**src/rau_pkg.sv**
```systemverilog
// shared types and codes for the rational arithmetic unit
// used by rau_ctrl, rau_dp and rational_arith_unit_top; no dependencies
package rau_pkg;

	localparam int unsigned WORD_BITS_DEF = 32;

	localparam logic [1:0] OP_ADD = 2'd0;
	localparam logic [1:0] OP_SUB = 2'd1;
	localparam logic [1:0] OP_MUL = 2'd2;
	localparam logic [1:0] OP_DIV = 2'd3;

	localparam logic [1:0] ST_OK   = 2'd0;
	localparam logic [1:0] ST_ZDEN = 2'd1;
	localparam logic [1:0] ST_OVF  = 2'd2;

	// multiplier steps: first num term, second cross term, den term
	localparam logic [1:0] MS_T1 = 2'd0;
	localparam logic [1:0] MS_T2 = 2'd1;
	localparam logic [1:0] MS_T3 = 2'd2;

	typedef struct packed {
		logic       load;
		logic       mul_en;
		logic [1:0] mul_step;
		logic       comb;
		logic       gcd_step;
		logic       div_init;
		logic       div_den;
		logic       div_step;
		logic       store_num;
		logic       store_den;
		logic       out_load;
	} rau_cmd_t;

	typedef struct packed {
		logic err;
		logic gcd_done;
		logic div_done;
	} rau_stat_t;

endpackage

```
**src/rau_ctrl.sv**
```systemverilog
// sequencer for the rational arithmetic unit
// drives rau_dp commands from its status; uses rau_pkg
module rau_ctrl (
	input  logic              clk,
	input  logic              arst_n,
	input  logic              in_valid,
	output logic              in_ready,
	output logic              out_valid,
	input  logic              out_ready,
	input  rau_pkg::rau_stat_t stat,
	output rau_pkg::rau_cmd_t  cmd
);

	localparam logic [3:0] S_IDLE = 4'd0;
	localparam logic [3:0] S_MUL0 = 4'd1;
	localparam logic [3:0] S_MUL1 = 4'd2;
	localparam logic [3:0] S_MUL2 = 4'd3;
	localparam logic [3:0] S_COMB = 4'd4;
	localparam logic [3:0] S_GCD  = 4'd5;
	localparam logic [3:0] S_DIVN = 4'd6;
	localparam logic [3:0] S_DIVD = 4'd7;
	localparam logic [3:0] S_FIN  = 4'd8;

	logic [3:0] state_q;
	logic [3:0] state_d;
	logic       ov_q;

	assign in_ready  = (state_q == S_IDLE);
	assign out_valid = ov_q;

	always_comb begin
		state_d = state_q;
		cmd     = '0;
		unique case (state_q)
			S_IDLE: begin
				if (in_valid) begin
					cmd.load = 1'b1;
					state_d  = S_MUL0;
				end
			end
			S_MUL0: begin
				if (stat.err) begin
					state_d = S_FIN;
				end else begin
					cmd.mul_en   = 1'b1;
					cmd.mul_step = rau_pkg::MS_T1;
					state_d      = S_MUL1;
				end
			end
			S_MUL1: begin
				cmd.mul_en   = 1'b1;
				cmd.mul_step = rau_pkg::MS_T2;
				state_d      = S_MUL2;
			end
			S_MUL2: begin
				cmd.mul_en   = 1'b1;
				cmd.mul_step = rau_pkg::MS_T3;
				state_d      = S_COMB;
			end
			S_COMB: begin
				cmd.comb = 1'b1;
				state_d  = S_GCD;
			end
			S_GCD: begin
				if (stat.gcd_done) begin
					cmd.div_init = 1'b1;
					state_d      = S_DIVN;
				end else begin
					cmd.gcd_step = 1'b1;
				end
			end
			S_DIVN: begin
				// numerator quotient ready, start on the denominator
				if (stat.div_done) begin
					cmd.store_num = 1'b1;
					cmd.div_init  = 1'b1;
					cmd.div_den   = 1'b1;
					state_d       = S_DIVD;
				end else begin
					cmd.div_step = 1'b1;
				end
			end
			S_DIVD: begin
				if (stat.div_done) begin
					cmd.store_den = 1'b1;
					state_d       = S_FIN;
				end else begin
					cmd.div_step = 1'b1;
				end
			end
			S_FIN: begin
				if (!ov_q || out_ready) begin
					cmd.out_load = 1'b1;
					state_d      = S_IDLE;
				end
			end
			default: begin
				state_d = S_IDLE;
			end
		endcase
	end

	always_ff @(posedge clk or negedge arst_n) begin
		if (!arst_n) begin
			state_q <= S_IDLE;
			ov_q    <= 1'b0;
		end else begin
			state_q <= state_d;
			priority if (cmd.out_load) begin
				ov_q <= 1'b1;
			end else if (out_ready) begin
				ov_q <= 1'b0;
			end else begin
				ov_q <= ov_q;
			end
		end
	end

endmodule

```
**config.mk**
```make
export PLATFORM = sky130hd
export DESIGN_NAME = rau_ctrl
export DESIGN_NICKNAME = d
export VERILOG_FILES = /design/src/rau_pkg.sv /design/src/rau_ctrl.sv
export SDC_FILE = /design/constraint.sdc
export NUM_CORES = 1
export LEC_CHECK = 0
export ABC_AREA = 1
export BUFFER_PORTS_ARGS = -buffer_cell sky130_fd_sc_hd__buf_4
export CAP_MARGIN = 40
export CORE_MARGIN = 1
export CORE_UTILIZATION = 30
export CTS_CLUSTER_DIAMETER = 80
export DETAILED_ROUTE_END_ITERATION = 16
export RECOVER_POWER = 50
export SLEW_MARGIN = 20
export SYNTH_ARGS = -nofsm -noshare
export SYNTH_HDL_FRONTEND = slang
export SYNTH_SLANG_ARGS = --single-unit
```
**constraint.sdc**
```tcl
create_clock -name clk -period 1.86 [get_ports clk]
set_input_delay 0.093 -clock clk [delete_from_list [all_inputs] [get_ports clk]]
set_output_delay 0.093 -clock clk [all_outputs]
set_load 0.03 [all_outputs]
```
==> results.json, run 1 <==
{
  "outcome": "completed",
  "drv_cap": 0,
  "clock_path_buffers": 2,
  "cts_sinks": 5,
  "p_leak_nw": 0.369,
  "core_um2": 1320,
  "start_util": 0.328,
  "io_buffers": 20,
  "syn_area_um2": 432,
  "final_cell_mix": "buf_4 (17), nand2_1 (16), inv_1 (14), nor2_1 (10), dfrtp_1 (5)",
  "r2r_end": "state_q[2]$_DFFE_PN0P_",
  "wl_met2_um": 428,
  "numCtsBuffers": 3,
  "fin_area_um2": 606,
  "place_area_um2": 593,
  "wl_met3_um": 24,
  "final_util": 0.460,
  "grt_pass1_wl_um": 1540,
  "p_int_uw": 464,
  "yosysWarnings": 0,
  "ys_ff_latch": 5,
  "whs_ns": 0.0553,
  "synth_cell_types": 17,
  "endpoint_kind": "primary output",
  "synth_top_cells_by_area": "dfrtp_1 (29%), nand2_1 (13%), inv_1 (12%)",
  "drt_first_pass_iters": 4,
  "ctsRootBufferMaster": "clkbuf_4",
  "min_to": "out_valid$_DFFE_PN0P_",
  "vias": 454,
  "syn_inst": 67,
  "skew_ns": 0.00535,
  "power_density_nw_per_um2": 1700,
  "worstSetupPathType": "flip-flop to primary output",
  "period_share": 0.834,
  "drv_slew": 0,
  "grt-ovfl-total": 0,
  "slew_headroom": 0.754,
  "grt_max_degree": 7,
  "power_switching_uw": 566,
  "avgSynthCellArea_um2": 6.44,
  "layout_min_cycle_time_ns": 1.55,
  "die_w_um": 39.9,
  "timing_hold_violations_final": 0,
  "area_growth_pct": 40.3,
  "finalWeightedCongestion": 0.814,
  "cts_setup_buffers": 0,
  "cp-start-kind": "flip-flop",
  "top_layer": "met3",
  "p_clk_frac": 0.121,
  "switching_share": 0.549,
  "n_antenna_cell": 0,
  "hold_path.class": "input port to flip-flop",
  "htreeDepth": 1,
  "drtIter0Drc": 5,
  "final_common_cell": "buf_4",
  "drive_gt1_frac": 0.319,
  "m1WireLength_um": 475,
  "cp.required_ns": 1.77,
  "routed_wl_um": 927,
  "share_seq_of_total_power": 0.208,
  "rsz0062_at_grt": "false",
  "regToRegSetupSlack_ns": 0.54,
  "pwr-share-comb": 0.671,
  "post_drt_wl_per_cell_um": 8.75,
  "ant_nets": 0,
  "r2r_start": "state_q[1]$_DFFE_PN0P_",
  "syn_nets": 74,
  "grt_usage": 0.147,
  "worst_pin_slew_ns": 0.371,
  "cts_tree": "done",
  "fmax_ghz": 0.645,
  "hold_path_depth": 2,
  "synth_top_area_cell": "dfrtp_1",
  "rr_worst_depth": 6,
  "grt_antenna_before_repair": 0,
  "power_mw": 1.03,
  "dp_hpwl_um": 800,
  "std_cell_rows": 13,
  "nNetsFinal": 99,
  "worst_ir_drop_vdd_mv": 0.796,
  "finalSetupTns_ns": 0,
  "crit_arrival_ns": 1.46,
  "clk_latency_ns": 0.24,
  "drc": 0,
  "routed_via_density": 4.28,
  "die-area_um2": 1590,
  "critPathMaxFanout": 6,
  "num_io_pins": 21,
  "setup-violations-final": 0,
  "grt_pass1_vias": 383,
  "die_h_um": 39.9,
  "seq_area_frac_synth": 0.290,
  "synth_top_cell_area_share": 0.290,
  "clkTransAtPathRegs_ns": 0.05,
  "worstHoldStart": "out_ready"
}
## timing repair
action,4_1_cts,5_1_grt
resized for setup,0,0
hold buffers,1,0
endpoints found under the hold margin,5,0
## metal layers
| metal | GRT usage | up-vias |
|---|---|---|
| met2 | 0.214 | 8 |
| met4 | 0.129 | 0 |
| li1 | - | 251 |
| met3 | 0 | 0 |
| met5 | 0 | - |
| met1 | 0.198 | 195 |
## worst max-delay path, stage by stage (launching register included)
cell and delay, ns:
dfrtp_1 0.46, nor2_1 0.32, inv_2 0.08, nor3_1 0.18, buf_4 0.19
## Yosys cell counts
master and instances:
nor2_4 3, nand2_2 2, nand3_2 2, o211ai_2 1
nand2_1 15, inv_2 3, o22ai_1 1, buf_4 1
dfrtp_1 5, nor2_1 8, nor2_2 1, nand3_1 4
nand3b_1 1, nor3_1 2, o21ai_0 2, o21ai_1 2
inv_1 14
## cell type report
| cell class | count | area, um^2 |
|---|---|---|
| inverter | 17 | 63.8 |
| tap | 15 | 18.8 |
| clock buffer | 4 | 26.3 |
| timing repair buffer | 21 | 149 |
| sequential | 5 | 125 |
| fill | 152 | 712 |
| multi-input combinational | 44 | 223 |
## flip-flops by register name, summed over array words and instances (netlist names)
signal and flops:
out_valid 1, state_q 4
## cells by family (layout without fill, tap and decap cells)
logic type             after synthesis  after routing  synth area share
AOI/OAI and AO/OA                    6              6            0.0899
buffers and inverters               18             42             0.165
DFF                                  5              5             0.290
and+or+nand+nor                     38             38             0.455
## through the flow
stage	setup slack [ns]	instances
2_1_floorplan	0.367	67
3_3_place_gp	0.617	101
5_1_grt	0.216	106
4_1_cts	0.363	106
3_5_place_dp	0.635	101
6_report	0.309	106
## power groups by stage
stage	Sequential [mW]	Combinational [mW]	Clock [mW]
global route	0.225	0.769	0.138
finish	0.214	0.692	0.124
global placement	0.219	0.722	0
detailed placement	0.220	0.719	0
floorplan	0.223	0.513	0
CTS	0.219	0.724	0.129
## worst max-delay path by stage
stage | from | end | slack [ns] | cells after the start
3_3_place_gp | state_q[3]$_DFFE_PN0P_ | cmd[11] | 0.62 | 4
2_1_floorplan | state_q[3]$_DFFE_PN0P_ | cmd[11] | 0.37 | 3
5_1_grt | state_q[1]$_DFFE_PN0P_ | cmd[11] | 0.22 | 4
3_5_place_dp | state_q[3]$_DFFE_PN0P_ | cmd[11] | 0.64 | 4
6_report | state_q[1]$_DFFE_PN0P_ | cmd[11] | 0.31 | 4
4_1_cts | state_q[3]$_DFFE_PN0P_ | cmd[11] | 0.36 | 4
Note: power is estimated with default switching activity, not from simulation.
==> run 2: changes to the inputs <==
--- a/config.mk
+++ b/config.mk
@@ -5,7 +5,7 @@
 export SDC_FILE = /design/constraint.sdc
 export NUM_CORES = 1
 export LEC_CHECK = 0
-export ABC_AREA = 1
+export ABC_AREA = 0
 export BUFFER_PORTS_ARGS = -buffer_cell sky130_fd_sc_hd__buf_4
 export CAP_MARGIN = 40
 export CORE_MARGIN = 1
==> constraint.sdc (replaced) <==
create_clock -name clk -period 1.6 [get_ports clk]
set_input_delay 0.08 -clock clk [delete_from_list [all_inputs] [get_ports clk]]
set_output_delay 0.08 -clock clk [all_outputs]
set_load 0.03 [all_outputs]
==> run 2 against run 1 <==
Against the previous run: critical path depth did not move; synthesized cell count fell by 21%; clock-buffer cell count did not move; utilization rose by 2.8 points; critical path type unchanged.
==> results.json, run 2 <==
{
  "finalSetupTns_ns": 0,
  "dp_hpwl_um": 762,
  "synth_top_family_by_area": "simple AND/OR/NAND/NOR gates",
  "die_h_um": 39.2,
  "clk_latency_ns": 0.24,
  "regMostFlops": "state_q",
  "die_w_um": 39.2,
  "avgSynthCellArea_um2": 7.81,
  "io_buffers": 20,
  "htreeDepth": 1,
  "grt_pass1_vias": 396,
  "drt_first_pass_iters": 4,
  "slew_headroom": 0.759,
  "clock_path_buffers": 2,
  "cp_top_family": "simple AND/OR/NAND/NOR gates",
  "drc": 0,
  "final_common_cell": "buf_4",
  "pwr-share-comb": 0.728,
  "grt_antenna_before_repair": 0,
  "crit_path_start": "state_q[3]$_DFFE_PN0P_",
  "power_switching_uw": 697,
  "synth_top_cells_by_area": "dfrtp_1 (30%), nand2b_1 (7.6%), nor2b_1 (6.0%)",
  "grt_pass1_wl_um": 1680,
  "hold_path.class": "input port to flip-flop",
  "fmax_ghz": 0.645,
  "synthTopCellsByCount": "nand2_1 (6), dfrtp_1 (5), nand2b_1 (5), nor3_1 (5)",
  "area_growth_pct": 51.4,
  "cp.required_ns": 1.52,
  "largest_reg_flops": 4,
  "ctsRootBufferMaster": "clkbuf_4",
  "crit_buf_inv": 2,
  "timing_hold_violations_final": 0,
  "p_int_uw": 663,
  "num_io_pins": 21,
  "synth_cell_types": 23,
  "core_um2": 1280,
  "syn_inst": 53,
  "clkTransAtPathRegs_ns": 0.04,
  "seq_area_frac_synth": 0.302,
  "worstHoldStart": "stat[0]",
  "synth_mux_area_frac": 0.0242,
  "vias": 458,
  "synth_top_area_cell": "dfrtp_1",
  "place_inst": 87,
  "p_leak_nw": 0.307,
  "die-area_um2": 1530,
  "drive_gt1_frac": 0.410,
  "stdcell_count": 93,
  "endpoint_kind": "primary output",
  "syn_nets": 60,
  "worst_pin_slew_ns": 0.363,
  "rsz0062_at_grt": "true",
  "layout_min_cycle_time_ns": 1.55,
  "synth-async-reset-ratio": 1.00,
  "grt_usage": 0.169,
  "routed_wl_um": 1040,
  "grt-ovfl-total": 0,
  "ant_nets": 0,
  "syn_area_um2": 414,
  "drv_cap": 0,
  "outcome": "completed",
  "post-synth-top-count-cell": "nand2_1",
  "cp_common_cell": "buf_4",
  "synth_compound_gate_area_share": 0.181,
  "synthXorXnorAreaFrac": 0,
  "crit_slowest_cell": "dfrtp_1",
  "crit_arrival_ns": 1.47,
  "routed_via_density": 4.92,
  "std_cell_rows": 13,
  "period_share": 0.970,
  "drtIter0Drc": 6,
  "power_density_nw_per_um2": 2170,
  "cts_tree": "done",
  "share_seq_of_total_power": 0.163,
  "switching_share": 0.512,
  "cpPeakStageDelay_ns": 0.42,
  "synthAdderAreaFrac": 0,
  "n_antenna_cell": 0,
  "p_clk_frac": 0.108,
  "setup-violations-final": 0,
  "post_drt_wl_per_cell_um": 11.2,
  "r2r_start": "state_q[3]$_DFFE_PN0P_",
  "nNetsFinal": 86,
  "worstSetupPathType": "flip-flop to primary output",
  "finalWeightedCongestion": 0.809,
  "grt_max_degree": 12,
  "path_cells": "buf_4 -> nor4_4 -> and2_1 -> buf_4",
  "numCtsBuffers": 3,
  "critPathMaxFanout": 6,
  "synth-simple-area-share": 0.399,
  "start_util": 0.322,
  "cts_sinks": 5,
  "worst_ir_drop_vdd_mv": 1.16,
  "drv_slew": 0,
  "synth-edff-count": 0,
  "yosysWarnings": 0,
  "synth_top_cell_area_share": 0.302,
  "cp-start-kind": "flip-flop",
  "final_cell_mix": "buf_4 (20), nand2_1 (6), nand2b_1 (5), dfrtp_1 (5)",
  "ys.flop_type": "dfrtp_1",
  "skew_ns": 0.00353,
  "ys_ff_latch": 5
}
[run 2: cell count changes in the layout (fill, tap and decap cells not counted), moves of 4 or more]
cell      previous run  this run
inv_1               14         2
nor2_1              10         4
nand3_1              4         0
a21oi_1              0         4
nand2_1             16         6
nand2b_1             0         5
[run 2: timing repair]
action                                  CTS  global route
hold buffers                              1             0
endpoints found under the setup margin    0             4
hold endpoints to repair                  5             0
resized for setup                         0             2
buffers inserted                          0             1
[run 2: worst register-to-register path, cell delays in order, from the launching register on]
cell,delay [ns]
dfrtp_1,0.42
buf_4,0.18
nor4_4,0.31
buf_4,0.17
o2bb2ai_2,0.11
a211o_2,0.15
o22ai_1,0.08
[run 2: worst paths after layout]
check / end / slack [ns] / cells past startpoint
worst max-delay path: cmd[11] / 0.05 / 4
worst min-delay path: state_q[2]$_DFFE_PN0P_ / 0.16 / 4
worst max register to register: state_q[1]$_DFFE_PN0P_ / 0.07 / 6
worst min register to register: out_valid$_DFFE_PN0P_ / 0.59 / 2
max in group asynchronous: out_valid$_DFFE_PN0P_ / 1.15 / 2
min in group asynchronous: state_q[3]$_DFFE_PN0P_ / 0.24 / 2
[run 2: area by class of cell]
class | instances | area [um^2]
clock buffers | 4 | 26.3
well taps | 15 | 18.8
inverters | 2 | 7.51
multi-input cells | 41 | 267
fillers | 140 | 658
repair buffers | 26 | 183
flip-flops and latches | 5 | 125
[run 2: power groups by stage]
stage | clock network, mW | registers [mW] | logic (mW)
finish | 0.147 | 0.222 | 0.991
global route | 0.164 | 0.227 | 1.08
CTS | 0.148 | 0.221 | 0.989
detailed placement | 0 | 0.223 | 0.981
global placement | 0 | 0.222 | 0.978
floorplan | 0 | 0.235 | 0.688
[run 2: cell families (layout without fill, tap and decap cells)]
kind of cell    count (synthesis)  count (layout)
flops                           5               5
compound gates                 11              11
mux                             1               1
buf+inv                         7              32
simple gates                   29              29
[run 2: per-layer routing]
metal,track usage,vias up,wire length [um]
met1,0.210,205,468
met3,0.0347,3,64
li1,-,232,-
met4,0.103,0,14
met2,0.263,18,490
met5,0,-,0
[run 2: per-stage QoR]
step / util / area [um^2] / setup slack (ns) / hold WS (ns) / power [mW]
2_1_floorplan: - / 423 / 0.00121 / -0.216 / 0.923
3_3_place_gp: 0.460 / 591 / 0.211 / -0.115 / 1.20
3_5_place_dp: 0.460 / 591 / 0.176 / -0.114 / 1.20
4_1_cts: 0.488 / 627 / 0.0514 / 0.156 / 1.36
5_1_grt: 0.488 / 627 / -0.00821 / 0.216 / 1.48
6_report: 0.488 / 627 / 0.0487 / 0.158 / 1.36
==> run 3: changes to the inputs <==
==> constraint.sdc (replaced) <==
create_clock -name clk -period 1.3 [get_ports clk]
set_input_delay 0.065 -clock clk [delete_from_list [all_inputs] [get_ports clk]]
set_output_delay 0.065 -clock clk [all_outputs]
set_load 0.03 [all_outputs]
==> run 3 against run 2 <==
Against the previous run: the flow now finishes with violations (setup timing); first-iteration DRC count is 67% lower; sequential cell count unchanged; die area unchanged; routed wire length increased by 24%; clock-buffer cell count unchanged; critical endpoint is now cmd[0]; largest power group unchanged; highest routed layer unchanged.
==> results.json, run 3 (same netlist as run 2, synthesis figures left out) <==
{
  "outcome": "finished with violations",
  "failed_checks": "setup timing",
  "cp-start-kind": "flip-flop",
  "wl_met2_um": 674,
  "drive_gt1_frac": 0.659,
  "numCtsBuffers": 3,
  "grt_usage": 0.197,
  "regMostFlops": "state_q",
  "r2r_end": "state_q[1]$_DFFE_PN0P_",
  "grt_antenna_before_repair": 0,
  "clk_latency_ns": 0.25,
  "drtIter0Drc": 2,
  "largest_reg_flops": 4,
  "post_drt_wl_per_cell_um": 12.2,
  "rsz0062_at_grt": "true",
  "routed_via_density": 4.75,
  "place_area_um2": 679,
  "setup-violations-final": 15,
  "endpoint_kind": "primary output",
  "top_layer": "met4",
  "core_um2": 1280,
  "final_common_cell": "buf_4",
  "area_growth_pct": 112,
  "skew_ns": 0.000468,
  "io_buffers": 20,
  "wl_met3_um": 24,
  "cp.required_ns": 1.24,
  "regToRegSetupSlack_ns": -0.23,
  "m1WireLength_um": 567,
  "fmax_ghz": 0.630,
  "final_cell_mix": "buf_4 (22), buf_6 (15), nand2_1 (5), dfrtp_1 (5)",
  "worstSetupPathType": "flip-flop to primary output",
  "ant_nets": 0,
  "drv_cap": 0,
  "regArea_um2": 125,
  "fill_cells": 102,
  "n_antenna_cell": 0,
  "grt_max_degree": 12,
  "drc": 0,
  "timing_hold_violations_final": 0,
  "die_h_um": 39.2,
  "die_w_um": 39.2,
  "period_share": 1.22,
  "grt-ovfl-total": 0,
  "fin_ws_ns": -0.289,
  "power_mw": 2.31,
  "rr_worst_depth": 5,
  "power_density_nw_per_um2": 2630,
  "p_leak_nw": 0.419,
  "layout_min_cycle_time_ns": 1.59,
  "start_util": 0.322,
  "fin_area_um2": 877,
  "vias": 504,
  "worst_pin_slew_ns": 0.283,
  "multi_input_area_um2": 352,
  "worst_ir_drop_vdd_mv": 1.30,
  "die-area_um2": 1530,
  "crit_path_start": "state_q[0]$_DFFE_PN0P_",
  "num_io_pins": 21,
  "nNetsFinal": 99,
  "hold_path_depth": 3,
  "dp_hpwl_um": 888,
  "grt_pass1_vias": 483,
  "critPathMaxFanout": 2,
  "routed_wl_um": 1290,
  "clock_path_buffers": 2,
  "dp_slack_ns": -0.114,
  "drv_slew": 0,
  "ctsRootBufferMaster": "clkbuf_4",
  "cts_sinks": 5,
  "endpoint": "cmd[0]",
  "finalWeightedCongestion": 0.730,
  "cts_tree": "done",
  "hold_path.class": "input port to flip-flop",
  "std_cell_rows": 13,
  "clkTransAtPathRegs_ns": 0.05,
  "slew_headroom": 0.810,
  "grt_pass1_wl_um": 1930,
  "drt_first_pass_iters": 2,
  "htreeDepth": 1,
  "crit_arrival_ns": 1.52,
  "r2r_start": "state_q[0]$_DFFE_PN0P_"
}
==> run 3: cell count changes in the layout (fill, tap and decap cells not counted), sizes merged <==
cell	change
buf	+17
clkbuf	-4
==> run 3: worst min path at each step <==
stage / startpoint / endpoint / slack, ns
final: out_ready / out_valid$_DFFE_PN0P_ / 0.18
after global routing: out_ready / out_valid$_DFFE_PN0P_ / 0.21
after CTS: arst_n / state_q[1]$_DFFE_PN0P_ / 0.15
after detailed placement: arst_n / state_q[2]$_DFFE_PN0P_ / -0.13
after global placement: arst_n / state_q[2]$_DFFE_PN0P_ / -0.13
after floorplan: arst_n / out_valid$_DFFE_PN0P_ / -0.23
==> run 3: what timing repair did <==
| action | 4_1_cts | 5_1_grt |
|---|---|---|
| endpoints found under the setup margin | 16 | 17 |
| hold buffers | 1 | 0 |
| buffers inserted | 6 | 1 |
| endpoints found under the hold margin | 5 | 0 |
| gates resized for setup | 21 | 9 |
| pin swaps | 6 | 3 |
==> run 3: cell type report <==
type                       instances  share of cell area
multi-input combinational         41               0.401
clock buffer                       4              0.0300
inverter                           2             0.00856
tap                               15              0.0214
timing repair buffer              39               0.397
sequential                         5               0.143
==> run 3: stage by stage <==
step / utilization / hold slack [ns] / setup TNS [ns] / instances
global placement: 0.529 / -0.133 / -0.227 / 95
CTS: 0.652 / 0.149 / -1.95 / 105
floorplan: - / -0.231 / -1.22 / 53
detailed placement: 0.529 / -0.132 / -0.400 / 95
global route: 0.683 / 0.213 / -2.86 / 106
finish: 0.683 / 0.183 / -2.08 / 106
==> run 3: critical path, stage by stage, from the launching register on <==
cell and delay (ns):
dfrtp_1 0.37, or4b_4 0.54, buf_6 0.14, nor2b_4 0.10
buf_6 0.13
==> run 3: per-layer routing <==
layer,GRT usage,up-vias
met2,0.346,9
li1,-,261
met3,0.0173,3
met4,0.147,0
met5,0,-
met1,0.215,231
==> run 3: power breakdown <==
part / switching, mW / internal, mW
Combinational: 0.952 / 0.897
Clock: 0.0728 / 0.117
Sequential: 0.0413 / 0.227
Total: 1.07 / 1.24
